`config.mk`:
```
export PLATFORM = sky130hd
export DESIGN_NAME = binary_search_equal_range
export DESIGN_NICKNAME = d
export VERILOG_FILES = /design/src/hdl/bser_pkg.sv /design/src/hdl/bser_ram.sv /design/src/hdl/bser_cmp.sv /design/src/hdl/bser_ctrl.sv /design/src/hdl/binary_search_equal_range.sv
export SDC_FILE = /design/constraint.sdc
export NUM_CORES = 1
export LEC_CHECK = 0
export ABC_AREA = 1
export BUFFER_PORTS_ARGS = -buffer_cell sky130_fd_sc_hd__buf_2
export CORE_ASPECT_RATIO = 2
export CORE_MARGIN = 3
export CORE_UTILIZATION = 60
export CTS_CLUSTER_SIZE = 25
export DETAILED_ROUTE_END_ITERATION = 16
export PLACE_DENSITY = 0.82
export SYNTH_ARGS = -nofsm -noshare
export SYNTH_HDL_FRONTEND = slang
export SYNTH_HIERARCHICAL = 1
export SYNTH_SLANG_ARGS = --single-unit
```
`constraint.sdc`:
```
create_clock -name clock -period 4.85 [get_ports clock]
set_input_delay 0.97 -clock clock [delete_from_list [all_inputs] [get_ports clock]]
set_output_delay 0.97 -clock clock [all_outputs]
set_load 0.05 [all_outputs]
```
`src/hdl/bser_pkg.sv`:
```
`timescale 1ns / 1ps

package bser_pkg;

   localparam int TABLE_DEPTH        = 16;
   localparam int DATA_WIDTH         = 32;
   localparam int INDEX_WIDTH        = $clog2(TABLE_DEPTH);
   localparam int LEN_WIDTH          = $clog2(TABLE_DEPTH + 1);
   localparam int CFG_LEN_WIDTH      = 5;
   localparam int ENTRY_INDEX_WIDTH  = 4;
   localparam int RESULT_INDEX_WIDTH = 4;
   localparam int PROBE_WIDTH        = 3;
   localparam int CSR_ADDR_WIDTH     = 3;
   localparam int CSR_DATA_WIDTH     = 32;

   localparam logic OP_WRITE  = 1'b0;
   localparam logic OP_SEARCH = 1'b1;

   localparam logic [CSR_ADDR_WIDTH-3:0] CSR_TABLE_LENGTH = '0;

   typedef enum logic [2:0] {
      S_IDLE,
      S_PROBE_ADDR,
      S_PROBE_CMP,
      S_LEFT_ADDR,
      S_LEFT_CMP,
      S_RIGHT_ADDR,
      S_RIGHT_CMP,
      S_DONE
   } ctrl_state_type;

   typedef struct packed {
      logic eq;
      logic lt;
   } cmp_type;

   typedef struct packed {
      logic                          found;
      logic [RESULT_INDEX_WIDTH-1:0] hit_index;
      logic [RESULT_INDEX_WIDTH-1:0] first_index;
      logic [RESULT_INDEX_WIDTH-1:0] last_index;
      logic [PROBE_WIDTH-1:0]        probe_count;
   } result_type;

endpackage

```
`src/hdl/bser_ram.sv`:
```
`timescale 1ns / 1ps

module bser_ram #(
   parameter int WIDTH = 32,
   parameter int DEPTH = 16
) (
   input  logic                     clock,
   input  logic                     wr_en,
   input  logic [$clog2(DEPTH)-1:0] wr_addr,
   input  logic [WIDTH-1:0]         wr_data,
   input  logic [$clog2(DEPTH)-1:0] rd_addr,
   output logic [WIDTH-1:0]         rd_data
);

   logic [WIDTH-1:0] mem_ff [DEPTH];
   logic [WIDTH-1:0] rd_data_ff;

   always_ff @(posedge clock) begin
      if (wr_en) begin
         mem_ff[wr_addr] <= wr_data;
      end
      rd_data_ff <= mem_ff[rd_addr];
   end

   assign rd_data = rd_data_ff;

endmodule

```
`src/hdl/bser_cmp.sv`:
```
`timescale 1ns / 1ps

module bser_cmp (
   input  logic signed [bser_pkg::DATA_WIDTH-1:0] key,
   input  logic signed [bser_pkg::DATA_WIDTH-1:0] entry,
   output bser_pkg::cmp_type                      result
);

   always_comb begin
      result.eq = (key == entry);
      result.lt = (key < entry);
   end

endmodule

```
`src/hdl/bser_ctrl.sv`:
```
`timescale 1ns / 1ps

module bser_ctrl (
   input  logic                                      clock,
   input  logic                                      reset,
   input  logic                                      start,
   input  logic signed [bser_pkg::DATA_WIDTH-1:0]    start_key,
   input  logic [bser_pkg::CFG_LEN_WIDTH-1:0]        table_length,
   input  bser_pkg::cmp_type                         cmp,
   input  logic                                      slot_free,
   output logic signed [bser_pkg::DATA_WIDTH-1:0]    key,
   output logic [bser_pkg::INDEX_WIDTH-1:0]          rd_addr,
   output logic                                      ready,
   output logic                                      done,
   output bser_pkg::result_type                      result
);

   localparam int IW = bser_pkg::INDEX_WIDTH;
   localparam int LW = bser_pkg::LEN_WIDTH;
   localparam int PW = bser_pkg::PROBE_WIDTH;
   localparam int RW = bser_pkg::RESULT_INDEX_WIDTH;

   bser_pkg::ctrl_state_type state_ff, state_in;

   logic signed [bser_pkg::DATA_WIDTH-1:0] key_ff, key_in;
   logic [LW-1:0] len_ff, len_in;
   logic [LW-1:0] lo_ff, lo_in;
   logic [LW-1:0] hi_ff, hi_in;
   logic [IW-1:0] mid_ff, mid_in;
   logic [IW-1:0] first_ff, first_in;
   logic [IW-1:0] last_ff, last_in;
   logic [PW-1:0] probes_ff, probes_in;
   logic          hit_ff, hit_in;

   logic [LW-1:0] len_sat;
   logic [IW-1:0] mid_calc;
   logic [LW-1:0] lo_upd;
   logic [LW-1:0] hi_upd;
   logic          right_end;

   always_comb begin
      if (int'(table_length) > bser_pkg::TABLE_DEPTH) begin
         len_sat = LW'(bser_pkg::TABLE_DEPTH);
      end else begin
         len_sat = LW'(table_length);
      end
      mid_calc  = IW'(lo_ff + ((hi_ff - LW'(1) - lo_ff) >> 1));
      lo_upd    = cmp.lt ? lo_ff : LW'(mid_ff) + LW'(1);
      hi_upd    = cmp.lt ? LW'(mid_ff) : hi_ff;
      right_end = (LW'(last_ff) + LW'(1)) >= len_ff;
   end

   always_comb begin
      state_in = state_ff;
      case (state_ff)
         bser_pkg::S_IDLE: begin
            if (start) begin
               state_in = (len_sat == '0) ? bser_pkg::S_DONE : bser_pkg::S_PROBE_ADDR;
            end
         end
         bser_pkg::S_PROBE_ADDR: begin
            state_in = bser_pkg::S_PROBE_CMP;
         end
         bser_pkg::S_PROBE_CMP: begin
            if (cmp.eq) begin
               state_in = bser_pkg::S_LEFT_ADDR;
            end else if (lo_upd < hi_upd) begin
               state_in = bser_pkg::S_PROBE_ADDR;
            end else begin
               state_in = bser_pkg::S_DONE;
            end
         end
         bser_pkg::S_LEFT_ADDR: begin
            state_in = (first_ff == '0) ? bser_pkg::S_RIGHT_ADDR : bser_pkg::S_LEFT_CMP;
         end
         bser_pkg::S_LEFT_CMP: begin
            state_in = cmp.eq ? bser_pkg::S_LEFT_ADDR : bser_pkg::S_RIGHT_ADDR;
         end
         bser_pkg::S_RIGHT_ADDR: begin
            state_in = right_end ? bser_pkg::S_DONE : bser_pkg::S_RIGHT_CMP;
         end
         bser_pkg::S_RIGHT_CMP: begin
            state_in = cmp.eq ? bser_pkg::S_RIGHT_ADDR : bser_pkg::S_DONE;
         end
         bser_pkg::S_DONE: begin
            if (slot_free) begin
               state_in = bser_pkg::S_IDLE;
            end
         end
         default: begin
            state_in = bser_pkg::S_IDLE;
         end
      endcase
   end

   always_comb begin
      rd_addr = '0;
      ready   = 1'b0;
      done    = 1'b0;
      case (state_ff)
         bser_pkg::S_IDLE: begin
            ready = 1'b1;
         end
         bser_pkg::S_PROBE_ADDR: begin
            rd_addr = mid_calc;
         end
         bser_pkg::S_LEFT_ADDR: begin
            rd_addr = first_ff - IW'(1);
         end
         bser_pkg::S_RIGHT_ADDR: begin
            rd_addr = last_ff + IW'(1);
         end
         bser_pkg::S_DONE: begin
            done = slot_free;
         end
         default: begin
            rd_addr = '0;
         end
      endcase
   end

   always_comb begin
      key_in    = key_ff;
      len_in    = len_ff;
      lo_in     = lo_ff;
      hi_in     = hi_ff;
      mid_in    = mid_ff;
      first_in  = first_ff;
      last_in   = last_ff;
      probes_in = probes_ff;
      hit_in    = hit_ff;
      case (state_ff)
         bser_pkg::S_IDLE: begin
            if (start) begin
               key_in    = start_key;
               len_in    = len_sat;
               lo_in     = '0;
               hi_in     = len_sat;
               mid_in    = '0;
               first_in  = '0;
               last_in   = '0;
               probes_in = '0;
               hit_in    = 1'b0;
            end
         end
         bser_pkg::S_PROBE_ADDR: begin
            mid_in = mid_calc;
         end
         bser_pkg::S_PROBE_CMP: begin
            if (probes_ff != '1) begin
               probes_in = probes_ff + PW'(1);
            end
            if (cmp.eq) begin
               hit_in   = 1'b1;
               first_in = mid_ff;
               last_in  = mid_ff;
            end else begin
               lo_in = lo_upd;
               hi_in = hi_upd;
            end
         end
         bser_pkg::S_LEFT_CMP: begin
            if (cmp.eq) begin
               first_in = first_ff - IW'(1);
            end
         end
         bser_pkg::S_RIGHT_CMP: begin
            if (cmp.eq) begin
               last_in = last_ff + IW'(1);
            end
         end
         default: begin
            hit_in = hit_ff;
         end
      endcase
   end

   always_ff @(posedge clock) begin
      if (reset) begin
         state_ff <= bser_pkg::S_IDLE;
      end else begin
         state_ff <= state_in;
      end
      key_ff    <= key_in;
      len_ff    <= len_in;
      lo_ff     <= lo_in;
      hi_ff     <= hi_in;
      mid_ff    <= mid_in;
      first_ff  <= first_in;
      last_ff   <= last_in;
      probes_ff <= probes_in;
      hit_ff    <= hit_in;
   end

   always_comb begin
      key                = key_ff;
      result.found       = hit_ff;
      result.hit_index   = hit_ff ? RW'(mid_ff) : '0;
      result.first_index = RW'(first_ff);
      result.last_index  = RW'(last_ff);
      result.probe_count = probes_ff;
   end

endmodule

```
`src/hdl/binary_search_equal_range.sv`:
```
`timescale 1ns / 1ps

// Channel   Direction  Handshake                         Payload
// req       in         req_valid / req_ready             operation, entry_index, data_value
// rsp       out        rsp_valid / rsp_ready             found, hit_index, first_index,
//                                                        last_index, probe_count
// csr       in/out     psel, penable, pwrite / pready    paddr, pwdata, prdata
//
// A table write gives no response, and the next request is taken at once.
// A search visits an address state and a compare state for each probe; a hit then adds the
// left and right scans, which stop at an unequal entry or at a table end. Each step waits on
// the single registered table read port.
// Reset clears the control state and table_length; the table itself is not cleared.
// A finished search waits in the done state while the response register holds a response that
// rsp_ready has not taken, and the block is not ready meanwhile.

module binary_search_equal_range (
   input  logic                                    clock,
   input  logic                                    reset,
   input  logic                                    req_valid,
   output logic                                    req_ready,
   input  logic                                    req_operation,
   input  logic [bser_pkg::ENTRY_INDEX_WIDTH-1:0]  req_entry_index,
   input  logic signed [bser_pkg::DATA_WIDTH-1:0]  req_data_value,
   output logic                                    rsp_valid,
   input  logic                                    rsp_ready,
   output logic                                    rsp_found,
   output logic [bser_pkg::RESULT_INDEX_WIDTH-1:0] rsp_hit_index,
   output logic [bser_pkg::RESULT_INDEX_WIDTH-1:0] rsp_first_index,
   output logic [bser_pkg::RESULT_INDEX_WIDTH-1:0] rsp_last_index,
   output logic [bser_pkg::PROBE_WIDTH-1:0]        rsp_probe_count,
   input  logic                                    psel,
   input  logic                                    penable,
   input  logic                                    pwrite,
   input  logic [bser_pkg::CSR_ADDR_WIDTH-1:0]     paddr,
   input  logic [bser_pkg::CSR_DATA_WIDTH-1:0]     pwdata,
   output logic [bser_pkg::CSR_DATA_WIDTH-1:0]     prdata,
   output logic                                    pready
);

   localparam int IW = bser_pkg::INDEX_WIDTH;
   localparam int CW = bser_pkg::CSR_ADDR_WIDTH;

   logic [bser_pkg::CFG_LEN_WIDTH-1:0] table_length_ff, table_length_in;
   logic                               rsp_valid_ff, rsp_valid_in;
   bser_pkg::result_type               rsp_data_ff, rsp_data_in;

   logic                                   req_fire;
   logic                                   start;
   logic                                   wr_en;
   logic [IW-1:0]                          wr_addr;
   logic [IW-1:0]                          rd_addr;
   logic signed [bser_pkg::DATA_WIDTH-1:0] rd_data;
   logic signed [bser_pkg::DATA_WIDTH-1:0] key;
   bser_pkg::cmp_type                      cmp;
   bser_pkg::result_type                   result;
   logic                                   done;
   logic                                   slot_free;
   logic                                   csr_hit;

   assign req_fire  = req_valid && req_ready;
   assign start     = req_fire && (req_operation == bser_pkg::OP_SEARCH);
   assign wr_en     = req_fire && (req_operation == bser_pkg::OP_WRITE)
                      && (int'(req_entry_index) < bser_pkg::TABLE_DEPTH);
   assign wr_addr   = IW'(req_entry_index);
   assign slot_free = !rsp_valid_ff || rsp_ready;

   bser_ram #(
      .WIDTH (bser_pkg::DATA_WIDTH),
      .DEPTH (bser_pkg::TABLE_DEPTH)
   ) u_ram (
      .clock   (clock),
      .wr_en   (wr_en),
      .wr_addr (wr_addr),
      .wr_data (req_data_value),
      .rd_addr (rd_addr),
      .rd_data (rd_data)
   );

   bser_cmp u_cmp (
      .key    (key),
      .entry  (rd_data),
      .result (cmp)
   );

   bser_ctrl u_ctrl (
      .clock        (clock),
      .reset        (reset),
      .start        (start),
      .start_key    (req_data_value),
      .table_length (table_length_ff),
      .cmp          (cmp),
      .slot_free    (slot_free),
      .key          (key),
      .rd_addr      (rd_addr),
      .ready        (req_ready),
      .done         (done),
      .result       (result)
   );

   assign csr_hit = (paddr[CW-1:2] == bser_pkg::CSR_TABLE_LENGTH);
   assign pready  = 1'b1;

   always_comb begin
      table_length_in = table_length_ff;
      if (psel && penable && pwrite && pready && csr_hit) begin
         table_length_in = pwdata[bser_pkg::CFG_LEN_WIDTH-1:0];
      end
      prdata = '0;
      if (csr_hit) begin
         prdata = bser_pkg::CSR_DATA_WIDTH'(table_length_ff);
      end
   end

   always_comb begin
      rsp_valid_in = rsp_valid_ff;
      rsp_data_in  = rsp_data_ff;
      if (done) begin
         rsp_valid_in = 1'b1;
         rsp_data_in  = result;
      end else if (rsp_ready) begin
         rsp_valid_in = 1'b0;
      end
   end

   always_ff @(posedge clock) begin
      if (reset) begin
         table_length_ff <= '0;
         rsp_valid_ff    <= 1'b0;
      end else begin
         table_length_ff <= table_length_in;
         rsp_valid_ff    <= rsp_valid_in;
      end
      rsp_data_ff <= rsp_data_in;
   end

   assign rsp_valid       = rsp_valid_ff;
   assign rsp_found       = rsp_data_ff.found;
   assign rsp_hit_index   = rsp_data_ff.hit_index;
   assign rsp_first_index = rsp_data_ff.first_index;
   assign rsp_last_index  = rsp_data_ff.last_index;
   assign rsp_probe_count = rsp_data_ff.probe_count;

endmodule

```
==> out/results.ini <==
[critical_path]
critPathMaxFanout=32
r2r_cells=16
cp.arrival_ns=4.25
path_class=register to register
endpoint_kind=register
rr_endpoint=u_ram/rd_data[31]
reg2reg_from=u_ctrl/lo_ff[1]
crit_start=u_ctrl/lo_ff[1]
crit_path_start_kind=register
required_ns=5.38
regToRegSetupSlack_ns=1.13

[die]
dieArea_sq_um=49600
die_w_microns=159
rows=111
core_sq_um=46100
die_h_microns=312
start_util=0.609
io_pins=130

[placed_design]
io_buffers=72
dpl.hpwl_mm=36.9
finalWeightedCongestion=0.868

[sta]
fmax_mhz=268
finalMaxSlewViolations=0
setup_viol=0
holdWs_ns=0.470
rsz0062_at_grt=false
min_period_over_period=0.768
tightest_slew_ns=1.05
hold_viol=0
fin_crit_ns=3.72
setup_tns_ns=0
relSlewSlack=0.295
finClkSkew_ns=0.0140

[synthesis]
synth.avg_cell_area_sq_um=10.4
netlist_area_sq_um=28100
synth-edff-count=591
yosysTopAreaCell=edfxtp_1
synth_warnings=6
ys.flop_type=edfxtp_1
synth_top_cell_area_share=0.632
synth_cell_types=45
synth_area_leaders=edfxtp_1, nand2_1, nand3_1
synth_seq_area_share=0.661
ys_ff_latch=632
async_flop_share=0
syn_inst=2695

[min_path]
holdPathStages=0
hp-start=u_ctrl/probes_ff[1]
min-delay-path-class=register to register
hold_end=rsp_probe_count[1]

[power]
p_per_area_nw_per_um2=570
leakagePower_nw=13.2
ir_worst_vdd_mv=0.588

[global_route]
overflow=0
grt_max_degree=151
grt_pass1_vias=19500
antenna_found_initial=2
track_usage=0.260
grt_pass1_wl_mm=101

[final_layout]
layout_commonest_cell=nand2_1
fin_nets=2872
layout-drive-gt1-share=0.0881
syn_to_final_growth_pct=8.82
final_cell_mix=nand2_1, edfxtp_1, inv_1, nand3_1, buf_2

[clock_network]
root_buffer=clkbuf_16
numCtsBuffers=50
cts.sinks=632
cts_setup_buffers=0
h-tree-depth=2
cts_buffer_depth=3
clk_pin_slew_ns=0.08
cts_resized=0
insertion_delay_ns=0.59
holdBufCountCts=0
cts_tree=yes

[outcome]
status=finished, final reports clean

[detailed_routing]
topRoutingLayerUsed=met4
met1Wirelength_mm=21.8
drc=0
route.met3.wl_mm=4.86
firstDrtPassIters=7
dr_wl_met2_mm=34.7
drt_iter0_drc=2213
wirelength_mm=65.1
vias_per_cell=5.60
via_count=19000
wl_per_cell_microns=19.1
ant_nets=0

[run]
maxCapViolations=0

-- metal layers --
metal,vias up,track usage
met3,264,0.0420
met5,-,0
li1,8726,-
met2,987,0.478
met4,0,0.152
met1,9066,0.282
-- cells by family (layout without fill, tap and decap cells) --
family	Yosys count	count (layout)	synth area share
DFF	632	632	0.661
xor gates and xnor gates	8	8	0.00250
adders and majority gates	54	54	0.0246
buffers and inverters	644	703	0.102
and+or+nand+nor	1292	1292	0.196
other	2	29	0.000267
AOI/OAI and AO/OA	63	63	0.0135
-- how the worst max path moves through the flow --
stage,slack (ns),end,cells after the start
floorplan,0.95,u_ctrl/hi_ff[0],6
global placement,1.25,u_ram/rd_data[0],11
detailed placement,1.16,u_ram/rd_data[0],11
CTS,1.15,u_ram/rd_data[0],11
global route,0.85,u_ram/rd_data[10],18
finish,1.13,u_ram/rd_data[31],16
-- state kept, by name (all words and copies together), names as in the netlist, 5 cells and up --
name,count
u_ram/mem_ff,512
u_ctrl/hi_ff,5
u_ctrl/lo_ff,5
u_ram/rd_data,32
u_ctrl/key,32
table_length_ff,5
u_ctrl/len_ff,5
-- cell usage after synthesis, types with 2 or more instances --
library cell and count:
nand2_1 782, edfxtp_1 591, inv_1 492, nand3_1 409
nor2_1 67, ha_1 52, buf_2 42, dfxtp_1 41
buf_4 36, buf_6 31, a21oi_1 25, clkbuf_1 15
buf_1 14, o21ai_0 12, nand4_1 8, inv_2 6
nand2_2 6, o21ai_1 6, xor2_1 6, clkinvlp_2 5
nor2_2 5, o22ai_1 5, a21o_1 3, nand2_4 3
nand3b_1 3, nor3_1 3, o22ai_2 3, a21oi_2 2
conb_1 2, fa_1 2, inv_4 2, nor2_8 2
xnor2_1 2
-- critical path, cell delays in order (launching register included) --
cell	delay (ns)
edfxtp_1	0.44
inv_1	0.11
fa_1	0.46
xor2_1	0.32
ha_1	0.31
nand3_1	0.12
nand2_1	0.06
nand2_1	0.10
nand2_1	0.08
nand2_1	0.07
nand2_1	0.07
nand2_1	0.08
nand2_1	0.43
inv_1	0.16
buf_4	0.53
nand3_1	0.21
nand2_1	0.11
-- metrics by stage --
step	util	power, mW	area (sq um)	setup slack (ns)	instances
6_report	0.663	17.4	30600	1.13	3402
5_1_grt	0.663	18.3	30600	0.854	3402
4_1_cts	0.663	17.4	30600	1.15	3401
3_5_place_dp	0.626	13.1	28900	1.16	3308
3_3_place_gp	0.626	12.8	28900	1.25	3308
2_1_floorplan	-	11.6	28200	0.954	2721
-- power by group --
part / switching [mW] / internal [mW] / total (mW) / leakage (nW)
clock network: 1.85 / 2.37 / 4.22 / 0.841
registers: 0.188 / 6.39 / 6.58 / 5.68
logic: 4.62 / 1.99 / 6.61 / 6.69
total: 6.65 / 10.8 / 17.4 / 13.2
-- cell type report --
type	count	area, sq um
Sequential cell	632	18600
Fill cell	3219	15600
Multi-Input combinational cell	1445	6910
Inverter	505	1910
Clock buffer	64	1370
Tap cell	621	777
Timing Repair Buffer	105	696
Clock inverter	29	329
Antenna cell	1	2.50
Note: power is estimated with default switching activity, not from simulation.
